==> src/hw/rtl/rgbe_pkg.sv <==
// ----------------------------------------------------------------------------
// rgbe_pkg
// shared constants for the rgbe run-length scanline decoder
// ----------------------------------------------------------------------------
package rgbe_pkg;

	localparam int MAX_WIDTH_DEF = 4096;

	localparam int BYTE_W = 8;
	localparam int F32_W  = 32;
	localparam int LW_W   = 13;
	localparam int FH_W   = 16;
	localparam int CFG_W  = 16;

	// configuration register indexes
	localparam logic [1:0] REG_LINE_WIDTH   = 2'd0;
	localparam logic [1:0] REG_FRAME_HEIGHT = 2'd1;
	localparam logic [1:0] REG_RAW_MODE     = 2'd2;

	// status codes
	localparam logic [1:0] STAT_OK      = 2'd0;
	localparam logic [1:0] STAT_BAD_HDR = 2'd1;
	localparam logic [1:0] STAT_OVERRUN = 2'd2;

	localparam logic [7:0] HDR_MAGIC = 8'd2;
	localparam logic [7:0] RUN_BASE  = 8'd128;

	localparam logic [1:0] CH_EXP = 2'd3;

endpackage

==> src/hw/rtl/rgbe_cvt.sv <==
// ----------------------------------------------------------------------------
// rgbe_cvt
// mantissa byte and shared exponent to exact single: (m+0.5)*2^(e-136)
// ----------------------------------------------------------------------------
module rgbe_cvt (
	input  logic [rgbe_pkg::BYTE_W-1:0] mant,
	input  logic [rgbe_pkg::BYTE_W-1:0] expo,
	output logic [rgbe_pkg::F32_W-1:0]  f32
);

	logic [8:0]  v;
	logic [3:0]  nbits;
	logic [10:0] esum;
	logic [31:0] vnorm;
	logic [31:0] vden;
	logic [10:0] ebias;

	assign v = {mant, 1'b1};

	always_comb begin
		nbits = 4'd1;
		for (int i = 0; i < 9; i++) begin
			if (v[i]) begin
				nbits = 4'(i + 1);
			end
		end
	end

	// biased exponent is nbits - 11 + e
	assign esum  = 11'(expo) + 11'(nbits);
	assign ebias = esum - 11'd11;
	assign vnorm = 32'(v) << (5'd24 - 5'(nbits));
	assign vden  = 32'(v) << (6'(expo) + 6'd12);

	always_comb begin
		if (esum >= 11'd12) begin
			f32 = {1'b0, ebias[7:0], vnorm[22:0]};
		end else begin
			f32 = vden;
		end
	end

endmodule

==> config.mk <==
export PLATFORM = sky130hd
export DESIGN_NAME = rgbe_cvt
export DESIGN_NICKNAME = d
export VERILOG_FILES = /design/src/hw/rtl/rgbe_pkg.sv /design/src/hw/rtl/rgbe_cvt.sv
export SDC_FILE = /design/constraint.sdc
export NUM_CORES = 1
export LEC_CHECK = 0
export BUFFER_PORTS_ARGS = -buffer_cell sky130_fd_sc_hd__buf_2
export CAP_MARGIN = 20
export CORE_AREA = 10 10 106 84
export DETAILED_ROUTE_END_ITERATION = 10
export DIE_AREA = 0 0 116 94
export GPL_TIMING_DRIVEN = 0
export PLACE_DENSITY = 0.51
export RECOVER_POWER = 100
export REMOVE_ABC_BUFFERS = 1
export SLEW_MARGIN = 0
export SYNTH_ARGS = -nofsm -noshare
export SYNTH_HDL_FRONTEND = slang
export SYNTH_SLANG_ARGS = --single-unit
==> constraint.sdc <==
create_clock -name vclk -period 9.21
set_input_delay 0.921 -clock vclk [all_inputs]
set_output_delay 0.921 -clock vclk [all_outputs]
set_load 0.01 [all_outputs]
==> results.cfg <==
[power]
p_per_area_mw_per_mm2 = 81.3
p_leak_nw = 0.850
p_total_uw = 174
max-vdd-ir-drop_mv = 0.0212

[routing]
drt_wl_total_mm = 7.56
drt_iter0_drc = 208
drc = 0
firstDrtPassIters = 4
vias = 2381
antenna_left = 0
post_drt_wl_per_cell_microns = 19.0
vias_per_cell = 6.00

[timing]
whs_ps = 2370
period_share = 0.735
setup_viol = 0
relSlewSlack = 0.308
worst_slew_pin_slew_ps = 1030
fin_setup_tns_ps = 0
rsz0062_at_grt = no
max_freq_mhz = 148
slew_viol_final = 0
fin_crit_ps = 6770
hold_violations = 0

[critical_path]
worstPathArrival_ps = 5840
worstSetupPathType = input port to primary output
worstPathRequired_ps = 8290
path_max_fanout = 19
start_kind = input port
crit_path_end_kind = primary output

[cells_and_area]
seq_cell_count = 0
regArea_sq_um = 0
syn_to_final_growth_pct = 7.34
drive_gt1_frac = 0.141
final_cells = 397
insertedDiodeCount = 0
nets = 340
nClkBuffers = 0
final_util = 0.316

[clock_network]
cts-resized-gates = 0
holdBufCountCts = 0
post_cts_buffers = 0

[synth]
yosysWarnings = 0
yosysSeqAreaShare = 0
ys_types = 62
synth_area_sq_mm = 0.00199
synth_cells = 290
avgSynthCellArea_sq_um = 6.88

[status]
status = completed

[placement]
io_buffer_count = 48
dp_hpwl_mm = 6.00
gp_congestion = 0.927
dp.cells = 397

[hold_path]
hp-class = input port to primary output

[floorplan]
rows = 26
dieArea_sq_mm = 0.0109
start_util = 0.295
placeableCoreArea_sq_mm = 0.00677
fp.dieH_microns = 94
die-width_microns = 116
num_io_pins = 48

[global_route]
grt_overflow = 0
track_usage = 0.130
first_global_vias = 2189
grt_max_degree = 20
grt_pass1_wl_mm = 11.9
antenna_found_initial = 0

[job]
drv_cap = 0
-- metrics by stage --
| step | setup WS, ps | instance area, sq um |
|---|---|---|
| 2_1_floorplan | 4530 | 1890 |
| 6_report | 2440 | 2140 |
| 4_1_cts | 3550 | 2230 |
| 3_3_place_gp | 3530 | 2230 |
| 5_1_grt | 1990 | 2140 |
| 3_5_place_dp | 3550 | 2230 |
-- kinds of logic (layout without fill, tap and decap cells) --
logic type      count (synthesis)  count (layout)  share of synthesized area
buf+inv                        39              62                     0.0790
xor+xnor                       17              17                     0.0784
simple gates                   92              92                      0.246
fa+ha+maj                       9               9                     0.0602
compound gates                110             110                      0.391
mux                            23              23                      0.145
-- final timing paths --
path                 from       to  slack [ps]  cells after the start
setup / recovery  mant[7]  f32[24]        2440                     14
hold / removal    expo[2]   f32[1]        2370                      3
-- worst max-delay path, cell delays in order --
cell and delay, ps:
clkbuf_1 660, clkinv_1 530, a31oi_1 400, nand2_1 220, inv_1 100, ha_1 180, fa_1 270, a211oi_1 140
nor4b_1 290, o32a_1 250, a21boi_0 830, nand2_1 420, o31ai_1 420, clkbuf_1 200
-- synth_stat cells (2+ instances only) --
| cell | count | share of area |
|---|---|---|
| a211o_1 | 2 | 0.0088 |
| a211oi_1 | 3 | 0.011 |
| a21o_1 | 4 | 0.015 |
| a21oi_1 | 21 | 0.053 |
| a221oi_1 | 2 | 0.0088 |
| a22o_1 | 8 | 0.035 |
| a22oi_1 | 6 | 0.023 |
| a2bb2oi_1 | 2 | 0.0088 |
| a31oi_1 | 2 | 0.0063 |
| a32o_1 | 4 | 0.020 |
| a32oi_1 | 2 | 0.0088 |
| and3_1 | 5 | 0.016 |
| buf_2 | 3 | 0.0075 |
| clkbuf_1 | 20 | 0.038 |
| ha_1 | 8 | 0.050 |
| inv_1 | 13 | 0.024 |
| mux2_2 | 6 | 0.034 |
| mux2i_1 | 12 | 0.060 |
| mux4_2 | 4 | 0.045 |
| nand2_1 | 24 | 0.045 |
| nand3_1 | 2 | 0.0050 |
| nand4_1 | 6 | 0.019 |
| nor2_1 | 20 | 0.038 |
| nor2b_1 | 5 | 0.016 |
| nor3_1 | 11 | 0.028 |
| nor3_2 | 4 | 0.020 |
| nor4_1 | 2 | 0.0063 |
| o21ai_0 | 28 | 0.070 |
| o21ba_2 | 3 | 0.015 |
| o22ai_1 | 4 | 0.013 |
| o22ai_2 | 2 | 0.013 |
| o31ai_1 | 5 | 0.019 |
| or3_1 | 3 | 0.0094 |
| or4_1 | 2 | 0.0075 |
| xnor2_1 | 10 | 0.044 |
| xor2_1 | 6 | 0.026 |
-- routing by layer --
| metal | part of all wire | global-route usage | up-vias |
|---|---|---|---|
| met5 | 0 | 0 | - |
| met4 | 0.0041 | 0.00624 | 0 |
| met3 | 0.075 | 0.00958 | 2 |
| met2 | 0.47 | 0.213 | 87 |
| met1 | 0.46 | 0.188 | 1139 |
| li1 | - | - | 1153 |
-- power by group --
part           internal (mW)  leakage [nW]  switching, mW
Sequential                 0             0              0
Combinational         0.0643         0.850          0.110
Clock                      0             0              0
-- layout by cell type (no fill, tap or decap), types with 8 or more instances in the layout --
| master | netlist | layout |
|---|---|---|
| buf_2 | 3 | 28 |
| a21oi_1 | 21 | 21 |
| xnor2_1 | 10 | 10 |
| a22o_1 | 8 | 8 |
| clkbuf_1 | 20 | 20 |
| inv_1 | 13 | 13 |
| mux2i_1 | 12 | 12 |
| nand2_1 | 24 | 25 |
| o21ai_0 | 28 | 28 |
| nor3_1 | 11 | 15 |
| nor2_1 | 20 | 21 |
| ha_1 | 8 | 8 |
-- final cells by class --
type / instances / area (sq um)
fill: 782 / 4630
multi-input combinational: 251 / 1770
timing repair buffer: 48 / 215
tap: 84 / 105
inverter: 14 / 52.6
Power figures use the tool's default switching activity.
